**src/mwa_pkg.sv**
```systemverilog
// ----------------------------------------------------------------------------
// mwa_pkg
// Shared types, constants and arithmetic helpers of the whitening block.
// ----------------------------------------------------------------------------
package mwa_pkg;

    // Default parameter values.
    localparam int MAX_CHANNELS_DEF = 64;
    localparam int SAMPLE_BITS_DEF  = 16;
    localparam int COEF_BITS_DEF    = 24;

    // Fixed field widths.
    localparam int IDX_W      = 6;
    localparam int OUT_BITS   = 24;
    localparam int ACC_W      = 64;
    localparam int CNT_W      = 7;
    localparam int SHIFT_W    = 6;
    localparam int CFG_IDX_W  = 1;
    localparam int CFG_DATA_W = 7;

    // Configuration register indexes.
    localparam logic [CFG_IDX_W-1:0] CFG_CHANNEL_COUNT = 1'b0;
    localparam logic [CFG_IDX_W-1:0] CFG_OUT_SHIFT     = 1'b1;

    // Request types.
    localparam logic REQ_COEF   = 1'b0;
    localparam logic REQ_SAMPLE = 1'b1;

    // Reset values of the configuration registers.
    localparam logic [CNT_W-1:0]   CHANNEL_COUNT_RST = 7'd16;
    localparam logic [SHIFT_W-1:0] OUT_SHIFT_RST     = 6'd16;

    localparam logic signed [ACC_W-1:0] ACC_MAX = {1'b0, {(ACC_W-1){1'b1}}};
    localparam logic signed [ACC_W-1:0] ACC_MIN = {1'b1, {(ACC_W-1){1'b0}}};
    localparam longint OUT_MAX_L = (longint'(1) <<< (OUT_BITS - 1)) - 1;
    localparam longint OUT_MIN_L = -OUT_MAX_L - 1;

    typedef enum logic {
        SEQ_IDLE,
        SEQ_RUN
    } t_seq_state;

    // Tag that travels with each coefficient read through the MAC pipeline.
    typedef struct packed {
        logic             vld;
        logic [IDX_W-1:0] row;
        logic             first;
        logic             last_col;
        logic             last_row;
    } t_tag;

    // Signed add that clamps to the accumulator range instead of wrapping.
    function automatic logic signed [ACC_W-1:0] sat_add(
        input logic signed [ACC_W-1:0] a,
        input logic signed [ACC_W-1:0] b
    );
        logic signed [ACC_W-1:0] s;
        s = a + b;
        if ((a[ACC_W-1] == b[ACC_W-1]) && (s[ACC_W-1] != a[ACC_W-1])) begin
            s = a[ACC_W-1] ? ACC_MIN : ACC_MAX;
        end
        return s;
    endfunction

endpackage

```
**src/mwa_out_if.sv**
```systemverilog
// ----------------------------------------------------------------------------
// mwa_out_if
// Output channel: one whitened value per output channel.
// ----------------------------------------------------------------------------
interface mwa_out_if;
    logic                                valid;
    logic                                ready;
    logic [mwa_pkg::IDX_W-1:0]           out_channel;
    logic signed [mwa_pkg::OUT_BITS-1:0] out_value;
    logic                                out_last;

    modport source (
        output valid, out_channel, out_value, out_last,
        input  ready
    );
    modport sink (
        input  valid, out_channel, out_value, out_last,
        output ready
    );
endinterface

```
**src/mwa_mac.sv**
```systemverilog
// ----------------------------------------------------------------------------
// mwa_mac
// Multiply-accumulate pipeline, rounding, saturation and the result register.
// ----------------------------------------------------------------------------
module mwa_mac #(
    parameter int SAMPLE_BITS = mwa_pkg::SAMPLE_BITS_DEF,
    parameter int COEF_BITS   = mwa_pkg::COEF_BITS_DEF
) (
    input  logic                            i_clk,
    input  logic                            i_rst_n,
    input  mwa_pkg::t_tag                   i_tag,
    input  logic signed [COEF_BITS-1:0]     i_coef,
    input  logic signed [SAMPLE_BITS-1:0]   i_samp,
    input  logic [mwa_pkg::SHIFT_W-1:0]     i_shift,
    output logic                            o_adv,
    mwa_out_if.source                       o_out
);
    import mwa_pkg::*;

    localparam int PROD_W = COEF_BITS + SAMPLE_BITS;

    t_tag                     r_p1;
    t_tag                     r_p2;
    logic signed [PROD_W-1:0] r_prod;
    logic signed [ACC_W-1:0]  r_acc;
    logic signed [ACC_W-1:0]  r_sum;
    logic                     r_sum_vld;
    logic [IDX_W-1:0]         r_sum_row;
    logic                     r_sum_last;
    logic                     r_out_vld;
    logic [IDX_W-1:0]         r_out_ch;
    logic signed [OUT_BITS-1:0] r_out_val;
    logic                     r_out_last;

    logic                     w_take;
    logic                     w_adv;
    logic signed [PROD_W-1:0] w_prod;
    logic signed [ACC_W-1:0]  w_acc;
    logic signed [ACC_W-1:0]  w_bias;
    logic signed [ACC_W-1:0]  w_biased;
    logic signed [ACC_W-1:0]  w_shifted;
    logic signed [OUT_BITS-1:0] w_val;

    // The whole pipeline freezes only when a finished sum cannot move on.
    assign w_take = r_sum_vld && (!r_out_vld || o_out.ready);
    assign w_adv  = !r_sum_vld || w_take;
    assign o_adv  = w_adv;

    assign w_prod = i_coef * i_samp;

    always_comb begin
        w_acc = sat_add(r_p2.first ? '0 : r_acc, ACC_W'(r_prod));
    end

    // Half-up rounding: add half an output step, then shift arithmetically.
    always_comb begin
        w_bias    = {{(ACC_W-1){1'b0}}, 1'b1} << (i_shift - 1'b1);
        w_biased  = (i_shift == '0) ? r_sum : sat_add(r_sum, w_bias);
        w_shifted = w_biased >>> i_shift;
        if (w_shifted > OUT_MAX_L) begin
            w_val = OUT_BITS'(OUT_MAX_L);
        end else if (w_shifted < OUT_MIN_L) begin
            w_val = OUT_BITS'(OUT_MIN_L);
        end else begin
            w_val = w_shifted[OUT_BITS-1:0];
        end
    end

    always_ff @(posedge i_clk) begin
        if (!i_rst_n) begin
            r_p1      <= '0;
            r_p2      <= '0;
            r_sum_vld <= 1'b0;
            r_out_vld <= 1'b0;
        end else begin
            if (w_adv) begin
                r_p1 <= i_tag;
                r_p2 <= r_p1;
            end
            if (w_adv && r_p2.vld && r_p2.last_col) begin
                r_sum_vld <= 1'b1;
            end else if (w_take) begin
                r_sum_vld <= 1'b0;
            end
            if (w_take) begin
                r_out_vld <= 1'b1;
            end else if (o_out.ready) begin
                r_out_vld <= 1'b0;
            end
        end
    end

    always_ff @(posedge i_clk) begin
        if (w_adv) begin
            r_prod <= w_prod;
        end
        if (w_adv && r_p2.vld) begin
            r_acc <= w_acc;
            if (r_p2.last_col) begin
                r_sum      <= w_acc;
                r_sum_row  <= r_p2.row;
                r_sum_last <= r_p2.last_row;
            end
        end
        if (w_take) begin
            r_out_ch   <= r_sum_row;
            r_out_val  <= w_val;
            r_out_last <= r_sum_last;
        end
    end

    assign o_out.valid       = r_out_vld;
    assign o_out.out_channel = r_out_ch;
    assign o_out.out_value   = r_out_val;
    assign o_out.out_last    = r_out_last;

    a_sum_holds: assert property (@(posedge i_clk) disable iff (!i_rst_n)
        r_sum_vld && !w_take |=> r_sum_vld && $stable(r_sum))
        else $error("pending row sum lost or changed while the result register was full");

    a_row_end_makes_sum: assert property (@(posedge i_clk) disable iff (!i_rst_n)
        w_adv && r_p2.vld && r_p2.last_col |=> r_sum_vld)
        else $error("end of a matrix row did not produce a row sum");

endmodule

```
**src/flat_wrapper.sv**
```systemverilog
// flat-port wrapper written by rule: the top's interface ports become plain ports
module mwa_mac_flat import mwa_pkg::*;
#(
    parameter int SAMPLE_BITS = mwa_pkg::SAMPLE_BITS_DEF,
    parameter int COEF_BITS   = mwa_pkg::COEF_BITS_DEF
)
  (i_clk, i_rst_n, i_tag, i_coef, i_samp, i_shift, o_adv, o_out_valid, o_out_out_channel, o_out_out_value, o_out_out_last, o_out_ready);
  mwa_out_if o_out_i ();
  input  logic i_clk;
  input  logic i_rst_n;
  input  mwa_pkg::t_tag i_tag;
  input  logic signed [COEF_BITS-1:0] i_coef;
  input  logic signed [SAMPLE_BITS-1:0] i_samp;
  input  logic [mwa_pkg::SHIFT_W-1:0] i_shift;
  output logic o_adv;
  output wire logic [$bits(o_out_i.valid)-1:0] o_out_valid;
  output wire logic [$bits(o_out_i.out_channel)-1:0] o_out_out_channel;
  output wire logic [$bits(o_out_i.out_value)-1:0] o_out_out_value;
  output wire logic [$bits(o_out_i.out_last)-1:0] o_out_out_last;
  input wire logic [$bits(o_out_i.ready)-1:0] o_out_ready;
  assign o_out_valid = o_out_i.valid;
  assign o_out_out_channel = o_out_i.out_channel;
  assign o_out_out_value = o_out_i.out_value;
  assign o_out_out_last = o_out_i.out_last;
  assign o_out_i.ready = o_out_ready;
  mwa_mac #(.SAMPLE_BITS(SAMPLE_BITS), .COEF_BITS(COEF_BITS)) u_core (.i_clk(i_clk), .i_rst_n(i_rst_n), .i_tag(i_tag), .i_coef(i_coef), .i_samp(i_samp), .i_shift(i_shift), .o_adv(o_adv), .o_out(o_out_i));
endmodule
```
**config.mk**
```make
export PLATFORM = sky130hd
export DESIGN_NAME = mwa_mac_flat
export DESIGN_NICKNAME = d
export VERILOG_FILES = /design/src/mwa_pkg.sv /design/src/mwa_out_if.sv /design/src/mwa_mac.sv /design/src/flat_wrapper.sv
export SDC_FILE = /design/constraint.sdc
export NUM_CORES = 2
export LEC_CHECK = 0
export ABC_AREA = 1
export BUFFER_PORTS_ARGS = -buffer_cell sky130_fd_sc_hd__buf_2
export CAP_MARGIN = 20
export CORE_AREA = 2 2 264 318
export CTS_CLUSTER_DIAMETER = 120
export CTS_CLUSTER_SIZE = 8
export DETAILED_ROUTE_END_ITERATION = 8
export DIE_AREA = 0 0 266 320
export GPL_ROUTABILITY_DRIVEN = 0
export PLACE_DENSITY = 0.67
export SLEW_MARGIN = 30
export SYNTH_ARGS = -nofsm -noshare
export SYNTH_HDL_FRONTEND = slang
export SYNTH_SLANG_ARGS = --single-unit
```
**constraint.sdc**
```tcl
create_clock -name i_clk -period 17.58 [get_ports i_clk]
set_input_delay 0.879 -clock i_clk [delete_from_list [all_inputs] [get_ports i_clk]]
set_output_delay 0.879 -clock i_clk [all_outputs]
set_load 0.1 [all_outputs]
```
==> results.py <==
metrics = {
    "drt": {
        "antenna_left": 0,
        "vias_per_cell": 5.44,
        "first_pass_iters": 9,
        "wire_per_inst_um": 17.9,
        "drc": 0,
        "totalWireLength_um": 119000,
        "vias": 36300,
        "first_iter_violations": 3373,
    },
    "sta": {
        "tns_ns": 0,
        "grt_setup_unrepaired": "false",
        "slew_violations": 0,
        "hold_viol_final": 0,
        "worstMarginPinSlew_ns": 0.849,
        "fmax_ghz": 0.111,
        "whs_ns": 0.412,
        "relSlewSlack": 0.434,
        "setup_viol": 0,
        "skew_ns": 0.0432,
        "finalCriticalPeriod_ns": 8.99,
        "min_period_over_period": 0.512,
    },
    "layout": {
        "area_growth_pct": 5.17,
        "drive_gt1_frac": 0.0586,
        "nets": 6267,
        "register_area_mm2": 0.00663,
        "multiInputGateArea_mm2": 0.0265,
        "fillers": 8324,
        "diodes": 0,
    },
    "logic_synthesis": {
        "syn_area_per_cell_um2": 6.76,
        "ys_types": 55,
        "syn-cell-area_mm2": 0.0383,
        "ys.warnings.count": 0,
        "yosysTopAreaCellShare": 0.197,
        "yosysSeqAreaShare": 0.173,
        "synth.area.top_cells": "fa_1, edfxtp_1, nand2_1",
        "synth_top_area_cell": "fa_1",
        "syn-num-nets": 6319,
        "syn_inst": 5659,
        "ys_seq_elements": 228,
    },
    "critical_path": {
        "path_common_cell": "nand2_1",
        "crit_buf_inv": 6,
        "r2r_cells": 36,
        "arrival_ns": 9.38,
        "slowest_delay_ns": 0.65,
        "start_kind": "primary input",
        "critical-path-top-delay-family": "simple AND/OR/NAND/NOR gates",
        "end_kind": "flop",
        "worstPathMaxFanout": 52,
        "cp_slowest_cell": "nor4_1",
        "crit_type": "in -> reg",
        "worst-path-stages": 45,
        "required_ns": 17.97,
    },
    "global_route": {
        "met1_usage": 0.337,
        "grt.total_usage": 0.280,
        "antenna_found_initial": 0,
        "grt_max_degree": 78,
        "grt_pass1_wl_um": 188000,
        "grt_use_met2": 0.484,
        "groute.layer.met3.usage": 0.0344,
        "grt_busiest_layer": "met2",
        "grt_pass1_vias": 35400,
        "gr-total-overflow": 0,
    },
    "place": {
        "portBuffers": 91,
        "dpl.hpwl_um": 97100,
    },
    "job": {
        "maxCapViolCount": 0,
    },
    "cts": {
        "path_clk_slew_ns": 0.05,
        "cts_setup_buffers": 0,
        "clkLatencyLatePin_ns": 0.57,
        "htreeDepth": 2,
        "cts_made_buffers": 34,
        "cts_tree": "done",
        "numClockSinks": 228,
        "ctsResizeCount": 0,
        "hold_buffers": 0,
        "cts_buffer_depth": 3,
        "clockRootBuffer": "clkbuf_16",
    },
    "floorplanning": {
        "die_area_mm2": 0.0851,
        "rows": 115,
        "die_y_um": 320,
        "io_pins": 92,
        "fp.coreArea_mm2": 0.0817,
        "initial_core_util": 0.468,
        "die_width_um": 266,
    },
    "min_path": {
        "hold_path.class": "reg -> reg",
        "holdPathStages": 0,
    },
    "power": {
        "power_density_mw_per_mm2": 183,
        "ir_worst_vdd_mv": 0.201,
        "p_leak_uw": 0.0213,
    },
    "run_status": {
        "status": "finished clean",
    },
}
## stage by stage
step                total power (uW)  utilization  setup WS (ns)  cell area (um^2)  instances
floorplan                       5440            -          10.96             38300       5659
global placement                6600        0.481           8.49             39300       6623
detailed placement              6720        0.481           8.36             39300       6624
CTS                             7340        0.493           8.90             40300       6672
global route                    8180        0.493           7.99             40300       6672
finish                          7360        0.493           8.59             40300       6672
## metal layers
| layer | vias up | share of wire |
|---|---|---|
| met5 | - | 0 |
| met4 | 0 | 0.063 |
| met3 | 369 | 0.068 |
| met2 | 1489 | 0.48 |
| met1 | 17000 | 0.39 |
| li1 | 17400 | - |
## cell usage after synthesis, drive strengths merged
cell type and count:
a41oi 1, nand4 22, o21a 16, a221oi 2, o21bai 7, xnor2 53, a21oi 201, ha 224
o221ai 4, xor2 50, o21ai 166, o211ai 16, edfxtp 206, a31oi 10, or2 71, o22ai 10
inv 1130, a211oi 2, nand2 1628, and3 3, nand3 734, fa 377, nor2 439, o31ai 2
nor3 26, dfxtp 22, a21boi 7, nand3b 9, o311ai 1, buf 94, and2 2, clkinv 2
mux2i 1, a21o 5, o2111ai 1, clkbuf 109, nor4 6
## final timing paths
check | start | endpoint | slack, ns
max | i_shift[4] | u_core.o_out.out_value[1] | 8.59
min | u_core.r_sum_row[1] | u_core.o_out.out_channel[1] | 0.41
max reg2reg | u_core.r_sum[21] | u_core.o_out.out_value[1] | 10.89
min reg2reg | u_core.r_sum_row[1] | u_core.o_out.out_channel[1] | 0.41
## final cells by class
class | count | area share
well taps | 1053 | 0.0327
clock inverters | 5 | 0.00174
inverters | 1132 | 0.106
clock buffers | 43 | 0.0220
multi-input cells | 4096 | 0.657
repair buffers | 115 | 0.0160
flip-flops and latches | 228 | 0.165
## state kept, by name, indices dropped and copies added, names as in the netlist
register	flops
u_core.o_out.out_channel	6
u_core.o_out.out_last	1
u_core.o_out.out_value	24
u_core.o_out.valid	1
u_core.r_acc	64
u_core.r_p1	10
u_core.r_p2	10
u_core.r_prod	40
u_core.r_sum	64
u_core.r_sum_last	1
u_core.r_sum_row	6
u_core.r_sum_vld	1
## power by group
part / switching (uW) / internal (uW)
Combinational: 3490 / 2160
Sequential: 32.0 / 1080
Clock: 238 / 353
## kinds of logic (layout without fill, tap and decap cells)
| kind of cell | Yosys count | in the layout | synth area share |
|---|---|---|---|
| compound gates | 451 | 451 | 0.0642 |
| xor+xnor | 103 | 103 | 0.0236 |
| buf+inv | 1335 | 1295 | 0.136 |
| fa+ha+maj | 601 | 601 | 0.270 |
| mux | 1 | 1 | 0.000262 |
| flops | 228 | 228 | 0.173 |
| simple gates | 2940 | 2940 | 0.332 |
## placed cells by master (no fill, tap or decap), types with 5 or more instances in the layout
cell	count
a21o_1	5
a21oi_1	200
a31oi_1	10
buf_2	91
buf_4	23
clkbuf_1	9
clkbuf_16	34
dfxtp_1	21
edfxtp_1	206
fa_1	377
ha_1	224
inv_1	1110
inv_2	21
nand2_1	1574
nand2_2	50
nand3_1	696
nand3_2	36
nand3b_1	9
nand4_1	22
nor2_1	417
nor2_2	18
nor3_1	24
nor4_1	6
o211ai_1	16
o21a_1	16
o21ai_0	149
o21ai_1	17
o21bai_1	7
o22ai_1	10
or2_1	32
or2_2	37
xnor2_1	53
xor2_1	50
No activity file was read; power rests on OpenSTA's default activity.
