$ cat src/mwa_pkg.sv
// ----------------------------------------------------------------------------
// mwa_pkg
// Shared types, constants and arithmetic helpers of the whitening block.
// ----------------------------------------------------------------------------
package mwa_pkg;

    // Default parameter values.
    localparam int MAX_CHANNELS_DEF = 64;
    localparam int SAMPLE_BITS_DEF  = 16;
    localparam int COEF_BITS_DEF    = 24;

    // Fixed field widths.
    localparam int IDX_W      = 6;
    localparam int OUT_BITS   = 24;
    localparam int ACC_W      = 64;
    localparam int CNT_W      = 7;
    localparam int SHIFT_W    = 6;
    localparam int CFG_IDX_W  = 1;
    localparam int CFG_DATA_W = 7;

    // Configuration register indexes.
    localparam logic [CFG_IDX_W-1:0] CFG_CHANNEL_COUNT = 1'b0;
    localparam logic [CFG_IDX_W-1:0] CFG_OUT_SHIFT     = 1'b1;

    // Request types.
    localparam logic REQ_COEF   = 1'b0;
    localparam logic REQ_SAMPLE = 1'b1;

    // Reset values of the configuration registers.
    localparam logic [CNT_W-1:0]   CHANNEL_COUNT_RST = 7'd16;
    localparam logic [SHIFT_W-1:0] OUT_SHIFT_RST     = 6'd16;

    localparam logic signed [ACC_W-1:0] ACC_MAX = {1'b0, {(ACC_W-1){1'b1}}};
    localparam logic signed [ACC_W-1:0] ACC_MIN = {1'b1, {(ACC_W-1){1'b0}}};
    localparam longint OUT_MAX_L = (longint'(1) <<< (OUT_BITS - 1)) - 1;
    localparam longint OUT_MIN_L = -OUT_MAX_L - 1;

    typedef enum logic {
        SEQ_IDLE,
        SEQ_RUN
    } t_seq_state;

    // Tag that travels with each coefficient read through the MAC pipeline.
    typedef struct packed {
        logic             vld;
        logic [IDX_W-1:0] row;
        logic             first;
        logic             last_col;
        logic             last_row;
    } t_tag;

    // Signed add that clamps to the accumulator range instead of wrapping.
    function automatic logic signed [ACC_W-1:0] sat_add(
        input logic signed [ACC_W-1:0] a,
        input logic signed [ACC_W-1:0] b
    );
        logic signed [ACC_W-1:0] s;
        s = a + b;
        if ((a[ACC_W-1] == b[ACC_W-1]) && (s[ACC_W-1] != a[ACC_W-1])) begin
            s = a[ACC_W-1] ? ACC_MIN : ACC_MAX;
        end
        return s;
    endfunction

endpackage

$ cat src/mwa_seq.sv
// ----------------------------------------------------------------------------
// mwa_seq
// Walks the matrix row by row, issuing one coefficient and sample read a cycle while i_adv is high.
// ----------------------------------------------------------------------------
module mwa_seq #(
    parameter int MAX_CHANNELS = mwa_pkg::MAX_CHANNELS_DEF,
    parameter int CH_W         = (MAX_CHANNELS > 1) ? $clog2(MAX_CHANNELS) : 1
) (
    input  logic             i_clk,
    input  logic             i_rst_n,
    input  logic             i_start,
    input  logic             i_adv,
    input  logic [CH_W-1:0]  i_last,
    output logic             o_busy,
    output logic [CH_W-1:0]  o_rd_row,
    output logic [CH_W-1:0]  o_rd_col,
    output mwa_pkg::t_tag    o_tag
);
    import mwa_pkg::*;

    t_seq_state      r_state, n_state;
    logic [CH_W-1:0] r_row, n_row;
    logic [CH_W-1:0] r_col, n_col;
    logic            w_end_col;
    logic            w_end_row;

    assign w_end_col = (r_col == i_last);
    assign w_end_row = (r_row == i_last);

    always_comb begin
        n_state = r_state;
        case (r_state)
            SEQ_IDLE: begin
                if (i_start) begin
                    n_state = SEQ_RUN;
                end
            end
            SEQ_RUN: begin
                if (i_adv && w_end_col && w_end_row) begin
                    n_state = SEQ_IDLE;
                end
            end
            default: n_state = SEQ_IDLE;
        endcase
    end

    always_comb begin
        n_row = r_row;
        n_col = r_col;
        if (r_state == SEQ_IDLE) begin
            n_row = '0;
            n_col = '0;
        end else if (i_adv) begin
            if (w_end_col) begin
                n_col = '0;
                n_row = r_row + 1'b1;
            end else begin
                n_col = r_col + 1'b1;
            end
        end
    end

    always_ff @(posedge i_clk) begin
        if (!i_rst_n) begin
            r_state <= SEQ_IDLE;
            r_row   <= '0;
            r_col   <= '0;
        end else begin
            r_state <= n_state;
            r_row   <= n_row;
            r_col   <= n_col;
        end
    end

    always_comb begin
        o_busy         = (r_state == SEQ_RUN);
        o_rd_row       = r_row;
        o_rd_col       = r_col;
        o_tag.vld      = (r_state == SEQ_RUN);
        o_tag.row      = IDX_W'(r_row);
        o_tag.first    = (r_col == '0);
        o_tag.last_col = w_end_col;
        o_tag.last_row = w_end_row;
    end

    a_last_read_ends: assert property (@(posedge i_clk) disable iff (!i_rst_n)
        (r_state == SEQ_RUN) && i_adv && w_end_col && w_end_row |=> r_state == SEQ_IDLE)
        else $error("sequencer kept running after the final matrix entry");

    a_start_when_idle: assert property (@(posedge i_clk) disable iff (!i_rst_n)
        i_start |-> r_state == SEQ_IDLE)
        else $error("timepoint started while the previous one was still being read");

endmodule

$ cat config.mk
export PLATFORM = sky130hd
export DESIGN_NAME = mwa_seq
export DESIGN_NICKNAME = d
export VERILOG_FILES = /design/src/mwa_pkg.sv /design/src/mwa_seq.sv
export SDC_FILE = /design/constraint.sdc
export NUM_CORES = 1
export LEC_CHECK = 0
export ABC_AREA = 0
export BUFFER_PORTS_ARGS = -buffer_cell sky130_fd_sc_hd__buf_2
export CAP_MARGIN = 20
export CORE_UTILIZATION = 40
export CTS_CLUSTER_SIZE = 24
export DETAILED_ROUTE_END_ITERATION = 12
export PLACE_DENSITY = 0.7
export SLEW_MARGIN = 5
export SYNTH_ARGS = -nofsm -noshare
export SYNTH_HDL_FRONTEND = slang
export SYNTH_SLANG_ARGS = --single-unit
$ cat constraint.sdc
create_clock -name i_clk -period 1.5 [get_ports i_clk]
set_clock_uncertainty 0.15 [all_clocks]
set_input_delay 0.225 -clock i_clk [delete_from_list [all_inputs] [get_ports i_clk]]
set_output_delay 0.225 -clock i_clk [all_outputs]
set_load 0.02 [all_outputs]
==> results of run 1 <==
-- critical path, cell delays in order (launching register included) --
cell,delay [ps]
dfxtp_4,360
xnor2_2,120
nand4_1,180
buf_4,190
nor2_4,110
buf_6,120
-- sequential cells by signal, summed over array words and instances, names as in the netlist --
name and flops:
o_rd_col 6, o_busy 1, o_rd_row 6
-- how the worst max path moves through the flow --
stage | startpoint | end | slack (ps) | cells after the start
finish | o_rd_col[3] | o_tag[1] | -240 | 5
global route | o_rd_col[3] | o_rd_row[1] | -310 | 8
CTS | o_rd_col[4] | o_tag[1] | -250 | 5
detailed placement | i_last[3] | o_rd_row[4] | -110 | 6
global placement | i_last[3] | o_rd_row[4] | -80 | 6
floorplan | o_rd_row[2] | o_rd_row[5] | -30 | 4
-- logic make-up after synthesis --
family / Yosys count / share of synthesized area
XOR/XNOR: 14 / 0.173
buffers and inverters: 15 / 0.116
flip-flops: 13 / 0.302
adder cells (fa/ha/maj): 3 / 0.0435
multiplexers: 1 / 0.0116
AO/OA/AOI/OAI: 17 / 0.128
AND/OR/NAND/NOR: 36 / 0.226
-- metal layers --
metal / GRT usage / vias to the layer above / part of all wire
met1: 0.260 / 445 / 0.40
met3: 0.0597 / 6 / 0.045
met2: 0.423 / 33 / 0.53
li1: - / 462 / -
met5: 0 / - / 0
met4: 0.0588 / 0 / 0.017
-- layout make-up --
class,instances,area (sq um)
Multi-Input combinational cell,71,676
Fill cell,127,495
Timing Repair Buffer,65,464
Sequential cell,13,299
Tap cell,27,33.8
Clock buffer,4,26.3
Inverter,2,7.51
-- through the flow --
step | setup TNS (ps) | worst slack (ps)
finish | -2500 | -240
global route | -3390 | -307
CTS | -1510 | -255
detailed placement | -468 | -106
global placement | -296 | -81.0
floorplan | -53.4 | -29.2
-- power breakdown --
part	leakage [uW]	total, uW	internal, uW	switching (uW)
Clock	0.0000150	222	103	119
Combinational	0.000511	142	67.6	73.9
Sequential	0.000114	337	330	6.37
-- synth_stat cells --
cell and number:
or3_1 2, o2111ai_1 1, or2_2 1, nor3_1 4
nor2_1 4, nand2_1 6, o21ai_0 4, a31oi_1 1
dfxtp_1 13, clkbuf_1 1, o211ai_1 1, ha_1 3
nand3_2 1, mux2i_1 1, nand3_1 5, o31a_1 1
and2_1 2, inv_1 2, buf_6 1, and3_1 1
buf_2 2, xnor2_2 1, o21a_1 1, xnor2_1 9
nor2_2 1, or4_1 2, nor4_1 3, a21oi_1 4
buf_4 9, xor2_1 3, xnor2_4 1, o31ai_1 3
nand4_1 4, o32ai_1 1
-- layout by cell type (no fill, tap or decap), types with 3 or more instances in the layout --
cell / netlist / final
nand2_1: 6 / 5
nand3_1: 5 / 4
ha_1: 3 / 3
a21oi_2: 0 / 4
o21ai_0: 4 / 4
nand4_1: 4 / 4
buf_2: 2 / 29
buf_4: 9 / 23
dfxtp_4: 0 / 10
buf_6: 1 / 13
xnor2_2: 1 / 7
clkbuf_4: 0 / 3
nor2_1: 4 / 3
-- repair_timing --
| action | CTS | global route |
|---|---|---|
| gates resized for setup | 24 | 18 |
| pin swaps | 12 | 13 |
| setup buffers | 7 | 3 |
| hold endpoints to repair | 0 | 0 |
| setup endpoints to repair | 13 | 15 |
==> reports/results.txt, run 1 <==
Clock root buffer - clkbuf_4
Drt wl/cell - 14.6 um
Yosys top cell area share - 0.302
Worst setup path class - flop to output port
Shortest period the worst path allows - 1740 ps
Via count - 946
Crit share post-route - 1.16
Clock Tree Buf Depth - 2
Worst Hold Class - input pin to flop
Max Fclk - 575 MHz
Dpl hpwl - 1670 um
Die Area - 2340 sq um
GRT overflow - 0
Mapped cell area - 862 sq um
Detailed Route WL - 2650 um
DRT iter0 DRCs - 30
Peak supply drop - 0.594 mV
Design area - 1510 sq um
Reg-to-reg critical path startpoint - o_rd_col[3]
Slew at the pin with the worst max-slew slack - 445 ps
Max-Cap Viols - 0
Lkg Pwr - 0.000640 uW
DRC violations left - 0
DP Area - 1180 sq um
Final Max Tran Viols - 0
R2R Setup Slk - -240 ps
Hold path cells - 3
Seq/Total Area, Yosys - 0.302
CTS sink cnt - 13
CP max FO - 3
Yosys cell types - 34
# rows - 16
CTS buffer count - 3
All-Layer GR Usage - 0.229
Main area contributors after synthesis - dfxtp_1 30%, xnor2_1 9.1%, buf_4 7.8%
Yosys warns - 0
Drt pass-1 iters - 5
Clk pin slew, worst setup/hold paths - 80 ps
Mapped Nets - 112
Status - complete, but fails checks
RR Endpoint - o_rd_row[5]
Worst endpoint data arrival time - 1360 ps
P&R area growth vs syn - 74.7%
Via-per-instance ratio - 5.20
Hold slack - 173 ps
Final Wtd Congestion - 0.881
Hold Path Sink - o_busy
PortBufs - 32
ANT nets after route - 0
Relative slew slack - 0.702
Final core occ - 0.753
Largest net degree at the start of global routing - 12
Failing checks - setup timing
Layout cell share with drive strength beyond 1 - 0.697
H-tree Lvls - 1
Crit path required time - 1120 ps
Io pins - 33
Cells on worst reg2reg path - 7
Initial Util - 0.431
Setup ws final - -240 ps
Synth area leader - dfxtp_1
Vias in the first global route - 893
Layout Nets - 169
CTS tree - done
CP startpoint kind - flop
Placed insts - 168
CORE AREA - 2000 sq um
RSZ-0062 raised after global routing - true
Die Span Y - 48.4 um
Antenna cells - 0
Cells after Synth - 99
Fin. Hold Viols - 0
PD cells - 465 nW/um^2
Finished Layout Cells - 182
Hold-fix buffers, CTS - 0
Post-synthesis average cell area - 8.71 sq um
Worst setup EP type - output port
FF+latch count, synth - 13
Initial antenna violation count - 0
Worst Min Path Start - i_rst_n
Final setup viols - 15
First-pass GRT wire length - 4110 um
Die X - 48.4 um
Clock latency on the worst-skew pair - 280 ps
Overall Power - 700 uW
No activity file was read; power rests on OpenSTA's default activity.
==> run 2: changes to the inputs <==
--- a/config.mk
+++ b/config.mk
@@ -8,10 +8,10 @@
 export ABC_AREA = 0
 export BUFFER_PORTS_ARGS = -buffer_cell sky130_fd_sc_hd__buf_2
 export CAP_MARGIN = 20
-export CORE_UTILIZATION = 40
+export CORE_UTILIZATION = 35
 export CTS_CLUSTER_SIZE = 24
 export DETAILED_ROUTE_END_ITERATION = 12
-export PLACE_DENSITY = 0.7
+export PLACE_DENSITY = 0.63
 export SLEW_MARGIN = 5
 export SYNTH_ARGS = -nofsm -noshare
 export SYNTH_HDL_FRONTEND = slang
==> reports/results.txt, run 2 (synthesis results as in run 1) <==
Worst Min Path Start - i_rst_n
Crit share post-route - 1.13
DRC violations left - 0
Largest net degree at the start of global routing - 12
Lkg Pwr - 0.000633 uW
H-tree Lvls - 1
Final core occ - 0.665
CORE AREA - 2280 sq um
CP max FO - 6
Worst setup path class - flop to output port
ANT nets after route - 0
Hold-fix buffers, CTS - 0
Hold Path Sink - o_busy
Max-Cap Viols - 0
Die Area - 2670 sq um
Max Fclk - 590 MHz
Clock Tree Buf Depth - 2
Relative slew slack - 0.669
Layout cell share with drive strength beyond 1 - 0.686
CTS buffer count - 3
CP top delay family - flip-flops
Via-per-instance ratio - 5.17
Commonest cells after routing, fill and taps aside - 28 x buf_2, 24 x buf_4, 14 x buf_6
GRT overflow - 0
Shortest period the worst path allows - 1700 ps
Slew at the pin with the worst max-slew slack - 496 ps
Drt pass-1 iters - 4
Hold path cells - 3
Die Span Y - 51.6 um
Place WS - -111 ps
P&R area growth vs syn - 75.6%
Crit-path slowest cell - dfxtp_4
Final setup viols - 14
PortBufs - 32
Bufs and invs on worst path - 2
Reg-to-reg critical path startpoint - o_rd_row[4]
Vias in the first global route - 882
Most common cell after layout, fill and taps aside - buf_2
CP startpoint kind - flop
Io pins - 33
CTS tree - done
DRT iter0 DRCs - 14
Final Max Tran Viols - 0
Initial Util - 0.379
First-pass GRT wire length - 4130 um
Detailed Route WL - 2700 um
Worst endpoint data arrival time - 1320 ps
R2R Setup Slk - -120 ps
Failing checks - setup timing
Dpl hpwl - 1730 um
Antenna cells - 0
# rows - 17
Status - complete, but fails checks
RR Endpoint - o_rd_row[5]
Layout Nets - 170
Peak per-stage delay on the critical path - 350 ps
Critical path, cell by cell - buf_6 -> xor2_1 -> nor3_2 -> buf_4
Worst Hold Class - input pin to flop
Clock root buffer - clkbuf_4
Setup ws final - -196 ps
Clk pin slew, worst setup/hold paths - 90 ps
CTS sink cnt - 13
Fin. Hold Viols - 0
Worst setup EP type - output port
All-Layer GR Usage - 0.214
RSZ-0062 raised after global routing - true
Via count - 951
PD cells - 461 nW/um^2
Crit path required time - 1120 ps
Cells on worst reg2reg path - 5
Clock latency on the worst-skew pair - 280 ps
Die X - 51.6 um
Initial antenna violation count - 0
Peak supply drop - 0.379 mV
Final Wtd Congestion - 0.840
Drt wl/cell - 14.6 um
TNS Setup - -1380 ps
==> run 2: cell count changes in the layout (fill, tap and decap cells not counted), sizes merged <==
cell  change
buf       +1
==> run 2: final cells by class <==
class	instances	area (sq um)
Clock buffer	4	26.3
Fill cell	184	762
Inverter	2	7.51
Multi-Input combinational cell	71	666
Sequential cell	13	302
Tap cell	28	35.0
Timing Repair Buffer	66	478
==> run 2: metrics by stage <==
step / hold slack (ps) / total power (uW) / std cells / cell area, sq um
2_1_floorplan: 213 / 402 / 99 / 917
3_3_place_gp: 327 / 445 / 167 / 1170
3_5_place_dp: 346 / 448 / 167 / 1170
4_1_cts: 56.1 / 688 / 182 / 1410
5_1_grt: 85.9 / 730 / 184 / 1510
6_report: 61.9 / 697 / 184 / 1510
==> run 2: what timing repair did <==
item,4_1_cts,5_1_grt
setup buffers,10,4
cloned,1,0
setup endpoints to repair,12,17
resized for setup,29,19
pin swaps,16,11
==> run 2: where the power goes <==
group          internal (uW)  total [uW]  switching, uW
combinational           63.7         138           73.8
clock                    103         225            122
sequential               329         334           5.22
total                    496         697            201
==> run 2: tightest hold or removal path: stages <==
cell and delay [ps]:
buf_2 110, o21ai_0 70, a31oi_1 40
==> run 2: worst max-delay path by stage <==
stage                  endpoint  slack [ps]  cells after the start         from
global placement    o_rd_row[3]        -120                      6    i_last[3]
global route           o_tag[0]        -260                      4  o_rd_row[3]
detailed placement  o_rd_row[3]        -110                      6    i_last[3]
floorplan           o_rd_row[5]         -30                      4  o_rd_row[2]
CTS                    o_tag[0]        -180                      4  o_rd_row[2]
finish                 o_tag[0]        -200                      4  o_rd_row[3]
==> run 2: routing by layer <==
metal / vias to the layer above / routed length (um) / track usage
met3: 2 / 127 / 0.0322
li1: 459 / - / -
met2: 29 / 1460 / 0.381
met4: 0 / 19 / 0.0676
met1: 461 / 1090 / 0.261
met5: - / 0 / 0
